File: src/sv/icsc_pkg.sv
// Shared types and constants for the irregularly clocked stream cipher.
// No dependencies; imported by icsc_kg, irregular_clocked_stream_cipher and the testbench.
`timescale 1ns / 1ps

package icsc_pkg;

   // Register length of R and S
   localparam int unsigned REG_LEN = 100;

   // Feedback taps of R
   localparam logic [REG_LEN-1:0] R_TAPS  = {36'h3DF87818F, 64'hB55466601279327B};
   // Constants of the S nonlinear update
   localparam logic [REG_LEN-1:0] S_COMP0 = {36'h6057EBFEA, 64'h7942A8096AA97A30};
   localparam logic [REG_LEN-1:0] S_COMP1 = {36'h191C23DD7, 64'hE3A21D63DD629E9A};
   localparam logic [REG_LEN-1:0] S_FB0   = {36'h19CEC5802, 64'hAF4A93819FFA7FAF};
   localparam logic [REG_LEN-1:0] S_FB1   = {36'h840FBC52B, 64'h4911B0634C8CB877};
   // Nonlinear term covers bits 1..98 only
   localparam logic [REG_LEN-1:0] S_MID_MASK = {1'b0, {(REG_LEN-2){1'b1}}, 1'b0};

   // Key and IV lengths, setup schedule
   localparam int unsigned KEY_BITS     = 80;
   localparam int unsigned IV_BITS      = 80;
   localparam int unsigned SEED_BITS    = KEY_BITS + IV_BITS;
   localparam int unsigned PAD_CLOCKS   = 100;
   localparam int unsigned SETUP_CLOCKS = SEED_BITS + PAD_CLOCKS;
   localparam int unsigned BYTE_BITS    = 8;
   localparam int unsigned CNT_W        = $clog2(SETUP_CLOCKS);

   // Configuration register indexes
   localparam logic [1:0] CSR_KEY_HIGH = 2'd0;
   localparam logic [1:0] CSR_KEY_LOW  = 2'd1;
   localparam logic [1:0] CSR_IV_HIGH  = 2'd2;
   localparam logic [1:0] CSR_IV_LOW   = 2'd3;

   // Transaction function codes
   localparam logic FUNC_SETUP = 1'b0;
   localparam logic FUNC_DATA  = 1'b1;

   // Control from the sequencer to the generator
   typedef struct packed {
      logic clear;   // zero R and S
      logic step;    // one generator clock
      logic mix;     // mix S into the R input
      logic bit_in;  // input bit for this clock
   } kg_ctl_type;

endpackage

File: src/sv/icsc_kg.sv
// Keystream generator: R and S registers and one generator clock per cycle while step is set.
// Depends on icsc_pkg.
`timescale 1ns / 1ps

module icsc_kg (
   input  logic                clock,
   input  logic                reset,
   input  icsc_pkg::kg_ctl_type ctl,
   output logic                ks_bit
);
   import icsc_pkg::*;

   logic [REG_LEN-1:0] r_ff, r_in;
   logic [REG_LEN-1:0] s_ff, s_in;
   logic [REG_LEN-1:0] r_next, s_next, s_up, s_mid;
   logic               ctl_r, ctl_s, in_r, fb_r, fb_s;

   // One generator clock
   always_comb begin
      ctl_r = s_ff[34] ^ r_ff[67];
      ctl_s = r_ff[33] ^ s_ff[67];
      in_r  = ctl.bit_in ^ (ctl.mix & s_ff[50]);
      fb_r  = r_ff[REG_LEN-1] ^ in_r;
      fb_s  = s_ff[REG_LEN-1] ^ ctl.bit_in;

      r_next = {r_ff[REG_LEN-2:0], 1'b0};
      if (ctl_r) begin
         r_next = r_next ^ r_ff;
      end
      if (fb_r) begin
         r_next = r_next ^ R_TAPS;
      end

      s_up   = {1'b0, s_ff[REG_LEN-1:1]};
      s_mid  = (s_ff ^ S_COMP0) & (s_up ^ S_COMP1) & S_MID_MASK;
      s_next = {s_ff[REG_LEN-2:0], 1'b0} ^ s_mid;
      if (fb_s) begin
         s_next = s_next ^ (ctl_s ? S_FB1 : S_FB0);
      end
   end

   // Clear wins over step
   always_comb begin
      r_in = r_ff;
      s_in = s_ff;
      if (ctl.clear) begin
         r_in = '0;
         s_in = '0;
      end else if (ctl.step) begin
         r_in = r_next;
         s_in = s_next;
      end
   end

   always_ff @(posedge clock) begin
      if (reset) begin
         r_ff <= '0;
         s_ff <= '0;
      end else begin
         r_ff <= r_in;
         s_ff <= s_in;
      end
   end

   assign ks_bit = r_ff[0] ^ s_ff[0];

endmodule

File: src/sv/irregular_clocked_stream_cipher.sv
// Irregularly clocked stream cipher top level: sequencer, key/IV registers,
// result register. Depends on icsc_pkg and icsc_kg.
// The generator in icsc_kg runs one generator clock per cycle during setup
// and data. One transaction at a time: the next is taken only once the
// sequencer is back in idle, which is delayed while a finished result waits
// in done for a full result register.
// Reset: synchronous, clears R, S, key, IV, the sequencer state and the result valid flag.
`timescale 1ns / 1ps

module irregular_clocked_stream_cipher (
   input  logic        clock,
   input  logic        reset,
   input  logic        req_valid,
   output logic        req_ready,
   input  logic        req_func,
   input  logic [7:0]  req_data_in,
   input  logic        req_end_of_buffer,
   output logic        rsp_valid,
   input  logic        rsp_ready,
   output logic [7:0]  rsp_data_out,
   output logic        rsp_setup_done,
   output logic        rsp_end_of_buffer_out,
   input  logic        csr_we,
   input  logic [1:0]  csr_index,
   input  logic [63:0] csr_wdata
);
   import icsc_pkg::*;

   localparam logic [1:0] ST_IDLE  = 2'd0;
   localparam logic [1:0] ST_SETUP = 2'd1;
   localparam logic [1:0] ST_DATA  = 2'd2;
   localparam logic [1:0] ST_DONE  = 2'd3;

   logic [1:0]           state_ff, state_in;
   logic [CNT_W-1:0]     cnt_ff, cnt_in;
   logic                 func_ff, func_in;
   logic [7:0]           din_ff, din_in;
   logic                 eob_ff, eob_in;
   logic [7:0]           ks_ff, ks_in;
   logic [SEED_BITS-1:0] seed_ff, seed_in;
   logic [15:0]          key_high_ff, iv_high_ff;
   logic [63:0]          key_low_ff, iv_low_ff;
   logic                 rsp_valid_ff, rsp_valid_in;
   logic [7:0]           rsp_data_ff, rsp_data_in;
   logic                 rsp_setup_ff, rsp_setup_in;
   logic                 rsp_eob_ff, rsp_eob_in;

   kg_ctl_type kg_ctl;
   logic       ks_bit;
   logic       req_fire, slot_free, last_clk, finish;

   // Configuration registers
   always_ff @(posedge clock) begin
      if (reset) begin
         key_high_ff <= '0;
         key_low_ff  <= '0;
         iv_high_ff  <= '0;
         iv_low_ff   <= '0;
      end else if (csr_we) begin
         case (csr_index)
            CSR_KEY_HIGH: key_high_ff <= csr_wdata[15:0];
            CSR_KEY_LOW:  key_low_ff  <= csr_wdata;
            CSR_IV_HIGH:  iv_high_ff  <= csr_wdata[15:0];
            CSR_IV_LOW:   iv_low_ff   <= csr_wdata;
            default: ;
         endcase
      end
   end

   assign req_ready = (state_ff == ST_IDLE);
   assign req_fire  = req_valid & req_ready;
   assign slot_free = ~rsp_valid_ff | rsp_ready;

   // Generator control
   always_comb begin
      kg_ctl.clear  = req_fire & (req_func == FUNC_SETUP);
      kg_ctl.step   = (state_ff == ST_SETUP) | (state_ff == ST_DATA);
      kg_ctl.mix    = (state_ff == ST_SETUP);
      kg_ctl.bit_in = (state_ff == ST_SETUP) & seed_ff[SEED_BITS-1];
   end

   icsc_kg u_kg (
      .clock  (clock),
      .reset  (reset),
      .ctl    (kg_ctl),
      .ks_bit (ks_bit)
   );

   // Sequencer
   always_comb begin
      state_in     = state_ff;
      cnt_in       = cnt_ff;
      func_in      = func_ff;
      din_in       = din_ff;
      eob_in       = eob_ff;
      ks_in        = ks_ff;
      seed_in      = seed_ff;
      rsp_valid_in = rsp_valid_ff & ~rsp_ready;
      rsp_data_in  = rsp_data_ff;
      rsp_setup_in = rsp_setup_ff;
      rsp_eob_in   = rsp_eob_ff;
      last_clk     = 1'b0;
      finish       = 1'b0;

      case (state_ff)
         ST_IDLE: begin
            if (req_fire) begin
               func_in = req_func;
               din_in  = req_data_in;
               eob_in  = req_end_of_buffer;
               cnt_in  = '0;
               // IV bits go in first, then key bits, each MSB first
               seed_in = {iv_high_ff, iv_low_ff, key_high_ff, key_low_ff};
               state_in = (req_func == FUNC_SETUP) ? ST_SETUP : ST_DATA;
            end
         end
         ST_SETUP: begin
            // zeros shift in behind the seed for the padding clocks
            seed_in  = {seed_ff[SEED_BITS-2:0], 1'b0};
            cnt_in   = cnt_ff + 1'b1;
            last_clk = (cnt_ff == CNT_W'(SETUP_CLOCKS - 1));
         end
         ST_DATA: begin
            ks_in    = {ks_ff[6:0], ks_bit};
            cnt_in   = cnt_ff + 1'b1;
            last_clk = (cnt_ff == CNT_W'(BYTE_BITS - 1));
         end
         ST_DONE: begin
            finish = 1'b1;
         end
         default: begin
            state_in = ST_IDLE;
         end
      endcase

      // Leave the work states; park in done while the result slot is full
      if (last_clk) begin
         finish   = 1'b1;
         state_in = ST_DONE;
      end
      if (finish & slot_free) begin
         state_in     = ST_IDLE;
         rsp_valid_in = 1'b1;
         rsp_setup_in = (func_ff == FUNC_SETUP);
         rsp_data_in  = (func_ff == FUNC_SETUP) ? 8'h00 : (din_ff ^ ks_in);
         rsp_eob_in   = eob_ff;
      end
   end

   // Control state
   always_ff @(posedge clock) begin
      if (reset) begin
         state_ff     <= ST_IDLE;
         rsp_valid_ff <= 1'b0;
      end else begin
         state_ff     <= state_in;
         rsp_valid_ff <= rsp_valid_in;
      end
   end

   // Payload and working registers
   always_ff @(posedge clock) begin
      cnt_ff       <= cnt_in;
      func_ff      <= func_in;
      din_ff       <= din_in;
      eob_ff       <= eob_in;
      ks_ff        <= ks_in;
      seed_ff      <= seed_in;
      rsp_data_ff  <= rsp_data_in;
      rsp_setup_ff <= rsp_setup_in;
      rsp_eob_ff   <= rsp_eob_in;
   end

   assign rsp_valid             = rsp_valid_ff;
   assign rsp_data_out          = rsp_data_ff;
   assign rsp_setup_done        = rsp_setup_ff;
   assign rsp_end_of_buffer_out = rsp_eob_ff;

   // Checks
   a_busy_after_accept: assert property (@(posedge clock) disable iff (reset)
      req_fire |=> (state_ff != ST_IDLE))
      else $error("sequencer idle after accepting a transaction");

   a_setup_count: assert property (@(posedge clock) disable iff (reset)
      (state_ff == ST_SETUP) |-> (cnt_ff < CNT_W'(SETUP_CLOCKS)))
      else $error("setup counter overran");

   a_data_count: assert property (@(posedge clock) disable iff (reset)
      (state_ff == ST_DATA) |-> (cnt_ff < CNT_W'(BYTE_BITS)))
      else $error("byte counter overran");

   a_rsp_from_work: assert property (@(posedge clock) disable iff (reset)
      $rose(rsp_valid_ff) |-> ($past(state_ff) != ST_IDLE))
      else $error("result raised without a transaction in work");

   a_setup_zero_data: assert property (@(posedge clock) disable iff (reset)
      (rsp_valid_ff && rsp_setup_ff) |-> (rsp_data_ff == 8'h00))
      else $error("setup result carries data");

endmodule

File: config.mk
export PLATFORM = sky130hd
export DESIGN_NAME = irregular_clocked_stream_cipher
export DESIGN_NICKNAME = d
export VERILOG_FILES = /design/src/sv/icsc_pkg.sv /design/src/sv/icsc_kg.sv /design/src/sv/irregular_clocked_stream_cipher.sv
export SDC_FILE = /design/constraint.sdc
export NUM_CORES = 1
export LEC_CHECK = 0
export BUFFER_PORTS_ARGS = -buffer_cell sky130_fd_sc_hd__buf_2
export CAP_MARGIN = 10
export CORE_AREA = 8 8 244 246
export DETAILED_ROUTE_END_ITERATION = 8
export DIE_AREA = 0 0 252 254
export PLACE_DENSITY = 0.62
export SLEW_MARGIN = 0
export SYNTH_ARGS = -nofsm -noshare
export SYNTH_HDL_FRONTEND = slang
export SYNTH_SLANG_ARGS = --single-unit
File: constraint.sdc
create_clock -name clock -period 24.3 [get_ports clock]
set_clock_uncertainty 0.1 [all_clocks]
set_input_delay 2.43 -clock clock [delete_from_list [all_inputs] [get_ports clock]]
set_output_delay 2.43 -clock clock [all_outputs]
set_load 0.01 [all_outputs]
==> metrics, run 1 <==
most frequent cell after synthesis nand2_1; Post-Syn Area ~25000 sq um; chip width roughly 250 um; crit-path max cell delay 0.80 ns; status finished clean; initial antenna violation count 1; Synth cell types 54; Leak Pwr 9.92 nW; largest area contributor in the synthesized netlist dfxtp_1; Die H 254 um; family with the most delay on the worst path buffers and inverters; largest net degree at the start of global routing ~240; GRT overflow 0; vias 17774; Final GP Congestion 0.733; CTS tree yes; power density cells ~80 nW/um^2; cts repair resizes 0; Site Rows 87; die area ~64000 sq um; RSZ-0062 raised after global routing no; Initial Util 0.455; slew margin rel. 0.230; Post-synth ARST share 0; CP dominant cell by count buf_4; first-pass GRT wire length 84900 um; Vias/cell around 5.4; Ys Warns 0; Fillers roughly 5100; post-synthesis cell count between 2000 and 2500; 1st-pass router iterations 7; dpl hpwl between 20000 and 30000 um; final worst-path cycle share 0.202; H-tree Lvls 2; Startpoint Class input pin; path category of the worst min-delay check reg2reg; nature of the critical path endpoint register; required time worst endpoint 24.69 ns; Longest Clk Path Bufs 3; Pins Over Slew Limit 0; DRC 0; fin nets 2569; syn avg cell area 10.2 sq um; top_reg_cell synth dfxtp_1; final WL 51200 um; maxcap violations 0; CP Buf/Inv Count 3; synthesized flop and latch total 560; DRT iter0 DRCs 1191; Core Area 55700 sq um; critical path's slowest cell buf_4; setup bufs post-CTS 0; Worst-Skew Late Latency 0.62 ns; Final WS setup 19.40 ns; commonest cells in the netlist nand2_1 (497), dfxtp_1 (371), a21oi_1 (240); vias in the first global route 17129; CP Class in2reg; All-Layer GR Usage 0.155; IO Port Bufs 92; Place WS around 19 ns; Setup TNS Final 0 ns; Root Buffer clkbuf_16; Period minus WS final about 5 ns; Worst-path clk slew 0.06 ns; ranking of synthesized cells by area dfxtp_1 (29%), edfxtp_1 (22%), mux2_2 (7.9%); Ports 93; Fmax achieved 204 MHz; Crit Path Max Fanout 87; Final Non-Filler Cells 3288; Post-Syn Nets around 2600; Post-synth EDFFs 189; CTS sink cnt 560; WP data arrival 5.29 ns; post-layout util 0.506; share of the synthesized area in the top cell type 0.293; total power 0.00230 W; Routed wire per std cell 15.6 um; Area Growth Syn to Fin 11.2%; sequential element share of the synthesized area 0.517; cts hold-fix bufs 0; share of layout cells above drive strength 1 0.158; Slew @ Worst Pin around 1.2 ns; placed cell count approximately 3200; Final Hold Fails 0; Max VDD drop 0.0666 mV; cells along the critical path buf_4 -> or2_4 -> buf_4 -> buf_4 -> a211oi_1 -> a32o_1; CTS Buf Count just under 60; ant diodes 0; Routed Antenna Nets 0; Final Setup Violations 0
-- cell usage in the layout, fill, tap and decap left out, types with 60 or more instances in the layout --
master	Yosys	final
nand2_1	497	497
edfxtp_1	189	189
a21oi_1	240	240
clkbuf_16	0	60
mux2_2	178	178
nor2_1	109	107
dfxtp_1	371	371
mux2i_1	76	76
o21ai_0	90	89
buf_2	20	92
-- stage by stage --
step | hold slack [ns] | area [sq um]
CTS | 0.339 | 28200
global route | 0.348 | 28200
finish | 0.334 | 28200
global placement | 0.302 | 26300
floorplan | 0.300 | 25300
detailed placement | 0.326 | 26300
-- metal layers --
metal,up-vias,share of wire,global-route usage
li1,8825,-,-
met3,71,0.037,0.0284
met1,8610,0.47,0.204
met5,-,0.00025,0
met4,2,0.018,0.0385
met2,266,0.47,0.263
-- cells by family after synthesis --
kind of cell,count (synthesis),synth area share
AND/OR/NAND/NOR,730,0.118
AO/OA/AOI/OAI,582,0.144
flip-flops,560,0.517
multiplexers,254,0.109
buffers and inverters,222,0.0356
XOR/XNOR,136,0.0736
adder cells (fa/ha/maj),5,0.00247
-- final timing paths --
path | slack (ns) | depth (start not counted) | to | startpoint
worst min-delay path | 0.33 | 0 | rsp_end_of_buffer_out | eob_ff
worst min register to register | 0.33 | 0 | rsp_end_of_buffer_out | eob_ff
worst max-delay path | 19.40 | 6 | u_kg.r_ff[0] | reset
worst max register to register | 20.33 | 6 | seed_ff[4] | state_ff[1]
-- state kept, by name, summed over array words and instances (netlist names) --
signal and count:
seed_ff 160, u_kg.r_ff 100, u_kg.s_ff 100, iv_low_ff 64
key_low_ff 64, iv_high_ff 16, key_high_ff 16, cnt_ff 9
din_ff 8, ks_ff 8, rsp_data_out 8, state_ff 2
eob_ff 1, func_ff 1, rsp_end_of_buffer_out 1, rsp_setup_done 1
rsp_valid 1
-- layout make-up --
class | count | area (sq um) | share of cell area
inverter | 42 | 159 | 0.00564
tap | 756 | 946 | 0.0335
timing repair buffer | 113 | 631 | 0.0224
clock buffer | 94 | 1780 | 0.0631
clock inverter | 16 | 144 | 0.00510
sequential | 560 | 13100 | 0.465
multi-input combinational | 1707 | 11400 | 0.406
-- where the power goes --
group	switching (W)	internal, W
clock network	0.000370	0.000512
registers	0.0000439	0.00106
logic	0.000189	0.000131
total	0.000604	0.00170
Power figures use the tool's default switching activity.
==> inputs of run 2 (changes only) <==
==> constraint.sdc (replaced) <==
create_clock -name clock -period 5.1 [get_ports clock]
set_clock_uncertainty 0.1 [all_clocks]
set_input_delay 0.51 -clock clock [delete_from_list [all_inputs] [get_ports clock]]
set_output_delay 0.51 -clock clock [all_outputs]
set_load 0.01 [all_outputs]
==> run 2 against run 1 <==
Die area unchanged; critical path type is now reg2reg; critical endpoint is now rsp_data_out[1]; clock power grew to 4.8 times the previous value; first-iteration DRC count increased by 5.5%.
==> metrics, run 2 (synthesized netlist as in run 1, its figures left out) <==
Leak Pwr 10.0 nW (+1.1%); status finished clean; vias in the first global route 17628 (+2.9%); share of layout cells above drive strength 1 0.159 (+0.00126); Site Rows 87 (unchanged); WP data arrival 3.24 ns (-2.05 ns); RSZ-0062 raised after global routing no; min-delay src csr_wdata[40]; Final GP Congestion 0.755 (+2.9%); Final Non-Filler Cells 3314 (+0.79%); Area Growth Syn to Fin 12.2%; Slew @ Worst Pin 1.08 ns (-0.0728 ns); die area 64000 sq um (unchanged); fin nets 2591 (+0.86%); Routed Antenna Nets 0 (unchanged); H-tree Lvls 2 (unchanged); most frequent cells in the layout nand2_1 (497), dfxtp_1 (371), a21oi_1 (240); most common cell after layout, fill and taps aside nand2_1; Fin Hold WS 0.0445 ns (-0.289 ns); GRT overflow 0 (unchanged); Worst-Skew Late Latency 0.62 ns (about the same); CTS tree yes; Startpoint Class register; Largest Register seed_ff; largest net degree at the start of global routing 161 (-33%); All-Layer GR Usage 0.159 (+0.00357); Initial Util 0.455 (unchanged); Final Setup Violations 0 (unchanged); Top Registers seed_ff x160, u_kg.r_ff x100, u_kg.s_ff x100; path category of the worst min-delay check in2reg; vias 17903 (+0.73%); Core Area 55700 sq um (unchanged); final worst-path cycle share 0.607; Longest Clk Path Bufs 3 (unchanged); Setup TNS Final 0 ns (unchanged); Crit. Startpoint state_ff[0]; Ports 93 (unchanged); worst reg2reg startpoint state_ff[0]; slew margin rel. 0.277 (+0.0468); DRT iter0 DRCs 1256 (+5.5%); Worst-path clk slew 0.06 ns (about the same); final WL 51700 um (+0.96%); CTS Buf Count 60 (+1.7%); Crit Path Max Fanout 61 (-30%); max reg flops 160 (unchanged); dpl hpwl 29300 um (+0.42%); CTS sink cnt 560 (unchanged); required time worst endpoint 5.24 ns (-19.45 ns); 1st-pass router iterations 6 (-1); Root Buffer clkbuf_16; Pins Over Slew Limit 0 (unchanged); IO Port Bufs 92 (unchanged); DRC 0 (unchanged); Final Hold Fails 0 (unchanged); chip width 252 um (unchanged); Period minus WS final 3.09 ns; Die H 254 um (unchanged); initial antenna violation count 3 (+2); CP Class reg2reg; Max VDD drop 0.284 mV (+330%); nature of the critical path endpoint register; Fmax achieved between 300 and 400 MHz; Routed wire per std cell 15.6 um (+0.17%); first-pass GRT wire length 86900 um (+2.4%); placed cell count 3183 (+0.19%); Vias/cell 5.40 (about the same); power density cells 388 nW/um^2 (+380%); maxcap violations 0 (unchanged)
[run 2: cell types whose count changed in the layout (fill, tap and decap cells not counted), sizes merged]
| cell | change |
|---|---|
| clkinvlp | -1 |
| buf | +5 |
| clkinv | +1 |
| dlygate4sd3 | +16 |
| diode | +2 |
| clkbuf | +3 |
[run 2: what timing repair did]
| item | CTS | global route |
|---|---|---|
| hold buffers | 16 | 0 |
| gates resized for setup | 0 | 0 |
| endpoints found under the hold margin | 18 | 0 |
| buffers inserted | 0 | 0 |
[run 2: worst paths after layout]
| check | end | slack (ns) | depth (start not counted) |
|---|---|---|---|
| worst min-delay path | key_low_ff[40] | 0.04 | 3 |
| worst max register to register | rsp_data_out[1] | 2.01 | 6 |
| worst max-delay path | rsp_data_out[1] | 2.01 | 6 |
| worst min register to register | rsp_end_of_buffer_out | 0.34 | 0 |
[run 2: worst max-delay path, cell delays in order (launching register included)]
cell and delay [ns]:
dfxtp_1 0.43, inv_1 0.13, ha_4 0.66, nor4b_1 0.32, o2111ai_1 0.21, nor2b_1 0.20, nor2_1 0.67
[run 2: area by class of cell]
type                       instances  area, sq um
clock inverter                    16          155
antenna                            2         5.00
tap                              756          946
timing repair buffer             134          831
fill                            5048        27300
clock buffer                      97         1800
multi-input combinational       1707        11400
sequential                       560        13100
inverter                          42          159
[run 2: stage by stage]
| step | setup slack [ns] | power, W | area (sq um) | util |
|---|---|---|---|---|
| floorplan | 1.17 | 0.00651 | 25400 | - |
| global placement | 2.08 | 0.00681 | 26300 | 0.472 |
| detailed placement | 1.99 | 0.00687 | 26300 | 0.472 |
| CTS | 1.99 | 0.0112 | 28400 | 0.510 |
| global route | 1.73 | 0.0116 | 28400 | 0.510 |
| finish | 2.01 | 0.0110 | 28400 | 0.510 |
[run 2: power breakdown]
group	internal, W	switching [W]
combinational	0.000636	0.000911
sequential	0.00503	0.000209
clock	0.00247	0.00178
total	0.00814	0.00290
[run 2: metal layers]
| metal | track usage | part of all wire |
|---|---|---|
| met4 | 0.0374 | 0.017 |
| met5 | 0 | 0.00025 |
| met2 | 0.274 | 0.48 |
| met3 | 0.0283 | 0.039 |
| met1 | 0.206 | 0.46 |
